==> config.mk <==
export PLATFORM = sky130hd
export DESIGN_NAME = arp_cache_responder
export DESIGN_NICKNAME = d
export VERILOG_FILES = /design/src/design/arpc_pkg.sv /design/src/design/arpc_front.sv /design/src/design/arpc_back.sv /design/src/design/arp_cache_responder.sv
export SDC_FILE = /design/constraint.sdc
export NUM_CORES = 2
export LEC_CHECK = 0
export BUFFER_PORTS_ARGS = -buffer_cell sky130_fd_sc_hd__buf_2
export CAP_MARGIN = 20
export CORE_MARGIN = 3
export CORE_UTILIZATION = 42
export CTS_CLUSTER_SIZE = 10
export DETAILED_ROUTE_END_ITERATION = 10
export GPL_TIMING_DRIVEN = 1
export SETUP_SLACK_MARGIN = 0.5
export SLEW_MARGIN = 10
export SYNTH_ARGS = -nofsm -noshare
export SYNTH_HDL_FRONTEND = slang
export SYNTH_SLANG_ARGS = --single-unit
==> constraint.sdc <==
create_clock -name aclk -period 14.2 [get_ports aclk]
set_clock_uncertainty 0.2 [all_clocks]
set_input_delay 1.42 -clock aclk [delete_from_list [all_inputs] [get_ports aclk]]
set_output_delay 1.42 -clock aclk [all_outputs]
set_load 0.1 [all_outputs]
==> src/design/arpc_pkg.sv <==
// ============================================================================
// arpc_pkg: shared types and constants for the ARP cache responder
// Word formats of both channels, the classified queue entry and field codes.
// ============================================================================
`timescale 1ns / 1ps
`default_nettype none

package arpc_pkg;

    // command codes of the input word
    localparam logic [1:0] CMD_RECEIVE = 2'd0;
    localparam logic [1:0] CMD_LOOKUP  = 2'd1;
    localparam logic [1:0] CMD_SEND    = 2'd2;

    // ARP header fields that a frame must carry
    localparam logic [15:0] HW_TYPE_ETH    = 16'd1;
    localparam logic [15:0] PROTO_IPV4     = 16'h0800;
    localparam logic [7:0]  HW_ADDR_LEN    = 8'd6;
    localparam logic [7:0]  PROTO_ADDR_LEN = 8'd4;
    localparam logic [15:0] ARP_OP_REQUEST = 16'd1;

    // opcodes of sent frames
    localparam logic [1:0] OPC_REQUEST = 2'd1;
    localparam logic [1:0] OPC_REPLY   = 2'd2;

    localparam logic [47:0] BCAST_MAC = 48'hFFFF_FFFF_FFFF;

    // configuration register indexes
    localparam logic [1:0] REG_OWN_MAC   = 2'd0;
    localparam logic [1:0] REG_OWN_IP    = 2'd1;
    localparam logic [1:0] REG_NET_READY = 2'd2;

    typedef struct packed {
        logic [1:0]  cmd;
        logic        frame_long_enough;
        logic [15:0] hw_type;
        logic [15:0] proto_type;
        logic [7:0]  hw_len;
        logic [7:0]  proto_len;
        logic [15:0] operation;
        logic [47:0] src_mac;
        logic [31:0] src_ip;
        logic [31:0] dst_ip;
        logic [31:0] query_ip;
    } arpc_in_t;

    typedef struct packed {
        logic        lookup_hit;
        logic [47:0] lookup_mac;
        logic        send_valid;
        logic [47:0] send_dest_mac;
        logic [1:0]  send_opcode;
        logic [47:0] send_target_mac;
        logic [31:0] send_target_ip;
        logic [4:0]  entry_count;
    } arpc_out_t;

    // table action of one word
    typedef enum logic [1:0] {
        ACT_NONE   = 2'd0,
        ACT_LEARN  = 2'd1,
        ACT_LOOKUP = 2'd2
    } arpc_act_t;

    // frame to send for one word
    typedef enum logic [1:0] {
        SND_NONE    = 2'd0,
        SND_REPLY   = 2'd1,
        SND_REQUEST = 2'd2
    } arpc_snd_t;

    typedef struct packed {
        arpc_act_t   act;
        arpc_snd_t   snd;
        logic [31:0] key_ip;
        logic [47:0] mac;
    } arpc_item_t;

endpackage

`default_nettype wire

==> src/design/arpc_front.sv <==
// ============================================================================
// arpc_front: input word classifier and command queue
// Checks frames, decides learn/lookup/send and queues the result for the back.
// ============================================================================
`timescale 1ns / 1ps
`default_nettype none

module arpc_front
    import arpc_pkg::*;
(
    input  wire logic        aclk,
    input  wire logic        aresetn,
    input  wire logic        s_valid,
    output logic             s_ready,
    input  wire arpc_in_t    s_data,
    input  wire logic [31:0] own_ip,
    input  wire logic        net_ready,
    output logic             q_valid,
    output arpc_item_t       q_item,
    input  wire logic        q_pop
);

    arpc_item_t  q_reg [2];
    logic        wr_ptr_reg, wr_ptr_next;
    logic        rd_ptr_reg, rd_ptr_next;
    logic [1:0]  cnt_reg, cnt_next;

    logic        frame_ok;
    logic        push;
    arpc_item_t  cls;

    always_comb begin
        frame_ok = s_data.frame_long_enough
                && (s_data.hw_type == HW_TYPE_ETH)
                && (s_data.proto_type == PROTO_IPV4)
                && (s_data.hw_len == HW_ADDR_LEN)
                && (s_data.proto_len == PROTO_ADDR_LEN);
        cls.act    = ACT_NONE;
        cls.snd    = SND_NONE;
        cls.key_ip = s_data.query_ip;
        cls.mac    = s_data.src_mac;
        unique case (s_data.cmd)
            CMD_RECEIVE: begin
                cls.key_ip = s_data.src_ip;
                if (frame_ok && (s_data.src_ip != '0)) begin
                    cls.act = ACT_LEARN;
                end
                if (frame_ok && (s_data.operation == ARP_OP_REQUEST) && net_ready
                        && (s_data.dst_ip == own_ip)) begin
                    cls.snd = SND_REPLY;
                end
            end
            CMD_LOOKUP: begin
                cls.act = ACT_LOOKUP;
            end
            CMD_SEND: begin
                if (net_ready && (s_data.query_ip != '0)) begin
                    cls.snd = SND_REQUEST;
                end
            end
            default: begin
                cls.act = ACT_NONE;
            end
        endcase
    end

    assign s_ready = (cnt_reg != 2'd2);
    assign push    = s_valid && s_ready;
    assign q_valid = (cnt_reg != 2'd0);
    assign q_item  = q_reg[rd_ptr_reg];

    always_comb begin
        wr_ptr_next = push ? ~wr_ptr_reg : wr_ptr_reg;
        rd_ptr_next = q_pop ? ~rd_ptr_reg : rd_ptr_reg;
        cnt_next    = cnt_reg + {1'b0, push} - {1'b0, q_pop};
    end

    always_ff @(posedge aclk) begin
        if (!aresetn) begin
            wr_ptr_reg <= 1'b0;
            rd_ptr_reg <= 1'b0;
            cnt_reg    <= 2'd0;
        end else begin
            wr_ptr_reg <= wr_ptr_next;
            rd_ptr_reg <= rd_ptr_next;
            cnt_reg    <= cnt_next;
        end
    end

    always_ff @(posedge aclk) begin
        if (push) begin
            q_reg[wr_ptr_reg] <= cls;
        end
    end

endmodule

`default_nettype wire

==> src/design/arpc_back.sv <==
// ============================================================================
// arpc_back: table engine and result register
// Scans the table one entry a cycle, applies learning and builds the result.
// ============================================================================
`timescale 1ns / 1ps
`default_nettype none

module arpc_back
    import arpc_pkg::*;
#(
    parameter int TABLE_ENTRIES = 16
) (
    input  wire logic       aclk,
    input  wire logic       aresetn,
    input  wire logic       q_valid,
    input  wire arpc_item_t q_item,
    output logic            q_pop,
    output logic            m_valid,
    input  wire logic       m_ready,
    output arpc_out_t       m_data
);

    localparam int IW = $clog2(TABLE_ENTRIES);
    localparam int CW = $clog2(TABLE_ENTRIES + 1);
    localparam logic [IW-1:0] LAST_IDX = IW'(TABLE_ENTRIES - 1);

    typedef enum logic [2:0] {
        ST_IDLE = 3'b001,
        ST_SCAN = 3'b010,
        ST_DONE = 3'b100
    } back_state_t;

    back_state_t state_reg, state_next;
    arpc_item_t  cur_reg, cur_next;

    // table storage; used bits are flops, ip/mac live in memory
    logic [TABLE_ENTRIES-1:0] used_reg, used_next;
    logic [31:0]              mem_ip  [TABLE_ENTRIES];
    logic [47:0]              mem_mac [TABLE_ENTRIES];
    logic [31:0]              rd_ip_reg;
    logic [47:0]              rd_mac_reg;

    logic [IW-1:0] issue_idx_reg, issue_idx_next;
    logic          issue_on_reg, issue_on_next;
    logic [IW-1:0] cmp_idx_reg, cmp_idx_next;
    logic          cmp_on_reg, cmp_on_next;

    logic          hit_reg, hit_next;
    logic [IW-1:0] hit_idx_reg, hit_idx_next;
    logic [47:0]   hit_mac_reg, hit_mac_next;
    logic          free_reg, free_next;
    logic [IW-1:0] free_idx_reg, free_idx_next;
    logic [IW-1:0] rep_ptr_reg, rep_ptr_next;
    logic [CW-1:0] count_reg, count_next;

    logic          m_valid_reg, m_valid_next;
    arpc_out_t     m_data_reg, m_data_next;

    logic          out_free;
    logic          finish;
    logic          match;
    logic          wr_en;
    logic [IW-1:0] wr_idx;
    arpc_out_t     res;

    assign out_free = !m_valid_reg || m_ready;
    assign finish   = (state_reg == ST_DONE) && out_free;
    assign match    = cmp_on_reg && used_reg[cmp_idx_reg] && (rd_ip_reg == cur_reg.key_ip);
    assign wr_en    = finish && (cur_reg.act == ACT_LEARN);
    assign wr_idx   = hit_reg ? hit_idx_reg : (free_reg ? free_idx_reg : rep_ptr_reg);
    assign q_pop    = (state_reg == ST_IDLE) && q_valid;

    // result word for the item in flight
    always_comb begin
        res = '0;
        if ((cur_reg.act == ACT_LOOKUP) && hit_reg) begin
            res.lookup_hit = 1'b1;
            res.lookup_mac = hit_mac_reg;
        end
        unique case (cur_reg.snd)
            SND_REPLY: begin
                res.send_valid      = 1'b1;
                res.send_dest_mac   = cur_reg.mac;
                res.send_opcode     = OPC_REPLY;
                res.send_target_mac = cur_reg.mac;
                res.send_target_ip  = cur_reg.key_ip;
            end
            SND_REQUEST: begin
                res.send_valid      = 1'b1;
                res.send_dest_mac   = BCAST_MAC;
                res.send_opcode     = OPC_REQUEST;
                res.send_target_mac = '0;
                res.send_target_ip  = cur_reg.key_ip;
            end
            default: begin
                res.send_valid = 1'b0;
            end
        endcase
        res.entry_count = 5'(count_next);
    end

    always_comb begin
        state_next     = state_reg;
        cur_next       = cur_reg;
        used_next      = used_reg;
        issue_idx_next = issue_idx_reg;
        issue_on_next  = issue_on_reg;
        cmp_idx_next   = issue_idx_reg;
        cmp_on_next    = 1'b0;
        hit_next       = hit_reg;
        hit_idx_next   = hit_idx_reg;
        hit_mac_next   = hit_mac_reg;
        free_next      = free_reg;
        free_idx_next  = free_idx_reg;
        rep_ptr_next   = rep_ptr_reg;
        count_next     = count_reg;
        m_valid_next   = m_valid_reg && !m_ready;
        m_data_next    = m_data_reg;

        unique case (state_reg)
            ST_IDLE: begin
                if (q_valid) begin
                    cur_next       = q_item;
                    hit_next       = 1'b0;
                    free_next      = 1'b0;
                    issue_idx_next = '0;
                    issue_on_next  = 1'b1;
                    if ((q_item.act == ACT_LEARN) || (q_item.act == ACT_LOOKUP)) begin
                        state_next = ST_SCAN;
                    end else begin
                        state_next = ST_DONE;
                    end
                end
            end
            ST_SCAN: begin
                // read issue runs one entry ahead of the compare
                cmp_on_next = issue_on_reg;
                if (issue_on_reg) begin
                    if (issue_idx_reg == LAST_IDX) begin
                        issue_on_next = 1'b0;
                    end else begin
                        issue_idx_next = issue_idx_reg + 1'b1;
                    end
                end
                if (match) begin
                    hit_next     = 1'b1;
                    hit_idx_next = cmp_idx_reg;
                    hit_mac_next = rd_mac_reg;
                    cmp_on_next  = 1'b0;
                    state_next   = ST_DONE;
                end else if (cmp_on_reg) begin
                    if (!used_reg[cmp_idx_reg] && !free_reg) begin
                        free_next     = 1'b1;
                        free_idx_next = cmp_idx_reg;
                    end
                    if (cmp_idx_reg == LAST_IDX) begin
                        state_next = ST_DONE;
                    end
                end
            end
            ST_DONE: begin
                if (out_free) begin
                    if (cur_reg.act == ACT_LEARN && !hit_reg) begin
                        if (free_reg) begin
                            used_next[free_idx_reg] = 1'b1;
                            count_next              = CW'(count_reg + 1'b1);
                        end else begin
                            rep_ptr_next = (rep_ptr_reg == LAST_IDX) ? '0
                                                                     : rep_ptr_reg + 1'b1;
                        end
                    end
                    m_valid_next = 1'b1;
                    m_data_next  = res;
                    state_next   = ST_IDLE;
                end
            end
            default: begin
                state_next = ST_IDLE;
            end
        endcase
    end

    always_ff @(posedge aclk) begin
        if (!aresetn) begin
            state_reg    <= ST_IDLE;
            used_reg     <= '0;
            issue_on_reg <= 1'b0;
            cmp_on_reg   <= 1'b0;
            hit_reg      <= 1'b0;
            free_reg     <= 1'b0;
            rep_ptr_reg  <= '0;
            count_reg    <= '0;
            m_valid_reg  <= 1'b0;
        end else begin
            state_reg    <= state_next;
            used_reg     <= used_next;
            issue_on_reg <= issue_on_next;
            cmp_on_reg   <= cmp_on_next;
            hit_reg      <= hit_next;
            free_reg     <= free_next;
            rep_ptr_reg  <= rep_ptr_next;
            count_reg    <= count_next;
            m_valid_reg  <= m_valid_next;
        end
    end

    always_ff @(posedge aclk) begin
        cur_reg       <= cur_next;
        issue_idx_reg <= issue_idx_next;
        cmp_idx_reg   <= cmp_idx_next;
        hit_idx_reg   <= hit_idx_next;
        hit_mac_reg   <= hit_mac_next;
        free_idx_reg  <= free_idx_next;
        m_data_reg    <= m_data_next;
    end

    // table memory: one write port, one registered read port
    always_ff @(posedge aclk) begin
        if (wr_en) begin
            mem_ip[wr_idx]  <= cur_reg.key_ip;
            mem_mac[wr_idx] <= cur_reg.mac;
        end
        rd_ip_reg  <= mem_ip[issue_idx_reg];
        rd_mac_reg <= mem_mac[issue_idx_reg];
    end

    assign m_valid = m_valid_reg;
    assign m_data  = m_data_reg;

`ifndef SYNTHESIS
    a_count_tracks_used: assert property (@(posedge aclk) disable iff (!aresetn)
        $countones(used_reg) == int'(count_reg))
        else $error("entry count out of step with used bits");

    a_hit_is_used: assert property (@(posedge aclk) disable iff (!aresetn)
        (state_reg == ST_DONE) && hit_reg |-> used_reg[hit_idx_reg])
        else $error("hit on an unused entry");

    a_scan_needs_table: assert property (@(posedge aclk) disable iff (!aresetn)
        (state_reg == ST_SCAN) |-> (cur_reg.act == ACT_LEARN) || (cur_reg.act == ACT_LOOKUP))
        else $error("table scan for a word without table action");

    a_result_after_done: assert property (@(posedge aclk) disable iff (!aresetn)
        finish |=> m_valid_reg && (state_reg == ST_IDLE))
        else $error("finished word did not reach the result register");
`endif

endmodule

`default_nettype wire

==> src/design/arp_cache_responder.sv <==
// ============================================================================
// arp_cache_responder: ARP table with request generator and reply responder
// Configuration registers, front classifier/queue and back table engine.
// ============================================================================
// Usage:
//   s_valid/s_ready/s_data carry one command word (receive frame, lookup,
//   send request); m_valid/m_ready/m_data return exactly one result word for
//   each command. The APB port holds own_mac (0x00), own_ip (0x08) and
//   net_ready (0x10); write it only while no word is in flight.
//   A word without a table action (send request, dropped frame, zero sender
//   address) passes through the queue, the engine's word register and the
//   result register. Learn and lookup scan the table one entry a cycle
//   through the single read port of the table memory, and stop early when
//   a lookup or update hits. One word is in the engine at a time, so it
//   takes a new word only once the last one is finished; a two-word queue
//   in front lets s_ready stay high meanwhile.
//   Reset clears the table valid bits, entry count, replacement pointer and
//   the control and valid flags at once; no clearing pass is needed.
//   A stalled m_ready holds the result; the engine finishes its current word
//   and waits, and the queue fills before s_ready drops.
// ============================================================================
`timescale 1ns / 1ps
`default_nettype none

module arp_cache_responder
    import arpc_pkg::*;
#(
    parameter int TABLE_ENTRIES = 16
) (
    input  wire logic        aclk,
    input  wire logic        aresetn,
    input  wire logic        s_valid,
    output logic             s_ready,
    input  wire arpc_in_t    s_data,
    output logic             m_valid,
    input  wire logic        m_ready,
    output arpc_out_t        m_data,
    input  wire logic        psel,
    input  wire logic        penable,
    input  wire logic        pwrite,
    input  wire logic [4:0]  paddr,
    input  wire logic [63:0] pwdata,
    output logic [63:0]      prdata,
    output logic             pready
);

    logic [47:0] own_mac_reg;
    logic [31:0] own_ip_reg;
    logic        net_ready_reg;
    logic [1:0]  reg_idx;
    logic        cfg_wr;

    logic        q_valid;
    arpc_item_t  q_item;
    logic        q_pop;

    assign pready  = 1'b1;
    assign reg_idx = paddr[4:3];
    assign cfg_wr  = psel && penable && pwrite;

    always_ff @(posedge aclk) begin
        if (!aresetn) begin
            own_mac_reg   <= '0;
            own_ip_reg    <= '0;
            net_ready_reg <= 1'b0;
        end else if (cfg_wr) begin
            unique case (reg_idx)
                REG_OWN_MAC:   own_mac_reg   <= pwdata[47:0];
                REG_OWN_IP:    own_ip_reg    <= pwdata[31:0];
                REG_NET_READY: net_ready_reg <= pwdata[0];
                default: begin
                    own_mac_reg <= own_mac_reg;
                end
            endcase
        end
    end

    always_comb begin
        unique case (reg_idx)
            REG_OWN_MAC:   prdata = {16'd0, own_mac_reg};
            REG_OWN_IP:    prdata = {32'd0, own_ip_reg};
            REG_NET_READY: prdata = {63'd0, net_ready_reg};
            default:       prdata = '0;
        endcase
    end

    arpc_front u_front (
        .aclk      (aclk),
        .aresetn   (aresetn),
        .s_valid   (s_valid),
        .s_ready   (s_ready),
        .s_data    (s_data),
        .own_ip    (own_ip_reg),
        .net_ready (net_ready_reg),
        .q_valid   (q_valid),
        .q_item    (q_item),
        .q_pop     (q_pop)
    );

    arpc_back #(
        .TABLE_ENTRIES (TABLE_ENTRIES)
    ) u_back (
        .aclk    (aclk),
        .aresetn (aresetn),
        .q_valid (q_valid),
        .q_item  (q_item),
        .q_pop   (q_pop),
        .m_valid (m_valid),
        .m_ready (m_ready),
        .m_data  (m_data)
    );

endmodule

`default_nettype wire

==> impl_metrics.csv <==
group,metric,value,unit
die,die_w,425,um
yosys,synth.ff_latch_count,1980,
placed_design,gp_congestion,0.808,
placed_design,portBuffers,502,
detailed_routing,via_per_inst,5.28,
critical_path,cpPeakStageDelay,0.79,ns
global_route,overflow,0,
cells_and_area,final_common_cell,"edfxtp_1",
clock_network,cts_tree,"built",
timing,setup_viol,0,
critical_path,critPathTopFamily,"simple AND/OR/NAND/NOR gates",
detailed_routing,drt_iter0_markers,3034,
yosys,syn_avg_cell_area,20.7,um2
timing,fmax,0.202,GHz
timing,rsz0062_at_grt,"false",
timing,fin_crit_sh,34.8,%
yosys,synthFlopType,"edfxtp_1",
timing,min_period,4.95,ns
timing,worstMarginPinSlew,1.11,ns
power_and_ir_drop,leakage,28.5,nW
cells_and_area,utilization,49.3,%
cells_and_area,largest_reg_flops,768,
critical_path,path_buf_inv,3,
timing,finalHoldViolCount,0,
die,rows,153,
critical_path,critical_path_peak_fanout,39,
critical_path,critical_path_arrival,3.33,ns
die,dieArea,181000,um2
global_route,grt_pass1_wl,253000,um
power_and_ir_drop,power_density,190,nW/um2
timing,maxSlewViolCount,0,
detailed_routing,wire_per_inst,25.8,um
clock_network,clock-sinks,1980,
cells_and_area,area_growth,16.5,%
die,io_pins,539,
worst_hold_path,hold_class,"reg2reg",
die,die-height,425,um
yosys,ys_async_sr_fraction,0,%
run_status,outcome,"complete, no violations",
yosys,synth_cell_types,43,
cells_and_area,final_cell_mix,"edfxtp_1 (1777), buf_2 (502), mux4_2 (404)",
critical_path,cp-start-kind,"primary input",
critical_path,cp.required,12.58,ns
placed_design,hpwlAfterDp,94700,um
clock_network,ctsHoldBuffers,0,
cells_and_area,final_layout_size_suffix_gt1_share,31.5,%
detailed_routing,via_count,35443,
critical_path,worst_path_max_delay_cell,"nor2_1",
global_route,grt_max_degree,141,
yosys,syn-cell-area,73700,um2
critical_path,cp-end-kind,"output pin",
die,coreArea,174000,um2
critical_path,path_cells,"buf_2 > buf_4 > nor2_1 > and2_1 > buf_2",
clock_network,clockRootBuffer,"clkbuf_16",
clock_network,clk_pin_slew,0.06,ns
power_and_ir_drop,peakVddDrop,0.166,mV
global_route,gr-usage-all-layers,19.2,%
die,initial_core_util,42.3,%
timing,timing.hold.ws,0.171,ns
clock_network,post_cts_resized,0,
clock_network,htreeDepth,4,
yosys,ys_seq_area_share,77.9,%
timing,relSlewSlack,26.0,%
clock_network,clockBufferDepth,3,
detailed_routing,routed_wl,173000,um
detailed_routing,drc,0,
clock_network,cts_setup_buffers,0,
yosys,syn_inst,3571,
cells_and_area,nets,4500,
run,cap_violations,0,
yosys,synth_edf_count,1777,
global_route,grt_pass1_vias,37086,
clock_network,cts_inserted_buffers,220,
detailed_routing,drtPass1Iterations,5,
critical_path,path_class,"in2out",
timing,tns,0,ns
global_route,antenna_found_initial,18,
detailed_routing,route.antenna.remaining_nets,0,
yosys,ys_warn_count,0,
clock_network,clk_latency,0.84,ns
critical_path,critPathMostFrequentCell,"buf_2",
-- cell families after synthesis --
kind of cell | share of synthesized area, %
AO/OA/AOI/OAI | 1.21
XOR/XNOR | 0.891
adder cells (fa/ha/maj) | 0.153
buffers and inverters | 1.34
flip-flops | 77.9
multiplexers | 14.7
other | 0.0102
AND/OR/NAND/NOR | 3.82
-- per-layer routing --
metal,GRT usage (%),vias to the layer above,wire (um)
met5,0,-,115
met4,6.34,18,4780
met3,3.60,277,9100
met2,32.8,1003,90000
met1,24.9,18665,69500
li1,-,15480,-
-- power by group --
part | internal, mW | switching, mW
Sequential | 7.42 | 0.635
Clock | 2.97 | 2.24
Combinational | 1.35 | 1.68
-- cell type report --
class | instances | area [um2]
Clock buffer | 377 | 6120
Antenna cell | 7 | 17.5
Multi-Input combinational cell | 1371 | 15600
Clock inverter | 23 | 499
Inverter | 53 | 201
Fill cell | 14218 | 88300
Timing Repair Buffer | 578 | 3170
Sequential cell | 1980 | 57400
Tap cell | 2325 | 2910
-- synth_stat cells (9+ instances only) --
library cell  instances  area, um2
edfxtp_1           1777      53400
mux4_2              404       9100
nand2_1             276       1040
dfxtp_1             203       4060
mux2_2              117       1320
clkbuf_1            114        428
a21boi_0             83        623
and2_1               81        507
nor2_1               79        297
inv_1                53        199
xnor2_1              51        447
mux2i_1              43        430
nor2b_1              41        257
nor4_1               36        225
buf_2                29        145
xor2_1               24        210
o21a_1               23        173
buf_1                21       78.8
nand4_1              21        131
buf_4                18        135
nand3_1              11       55.1
ha_1                  9        113
nand2b_1              9       56.3
o21ai_0               9       45.0
-- through the flow --
step | cells | setup WS [ns] | total power [mW] | area [um2]
2_1_floorplan | 3586 | 3.59 | 10.2 | 73800
3_3_place_gp | 6304 | 8.84 | 11.2 | 79200
3_5_place_dp | 6304 | 8.80 | 11.3 | 79200
4_1_cts | 6704 | 9.20 | 16.5 | 85800
5_1_grt | 6712 | 9.11 | 17.0 | 85900
6_report | 6714 | 9.25 | 16.3 | 85900
-- worst paths after layout --
| kind | startpoint | endpoint | slack, ns | cells after the start |
|---|---|---|---|---|
| hold reg to reg | u_back.rd_mac_reg[7]$_DFF_P_ | u_back.hit_mac_reg[7]$_DFFE_PP_ | 0.17 | 0 |
| setup reg to reg | u_back.cur_reg[58]$_DFFE_PP_ | u_back.hit_mac_reg[42]$_DFFE_PP_ | 9.77 | 6 |
| hold / removal | u_back.rd_mac_reg[7]$_DFF_P_ | u_back.hit_mac_reg[7]$_DFFE_PP_ | 0.17 | 0 |
| setup / recovery | paddr[3] | prdata[41] | 9.25 | 5 |
(Power assumes the default switching activity.)
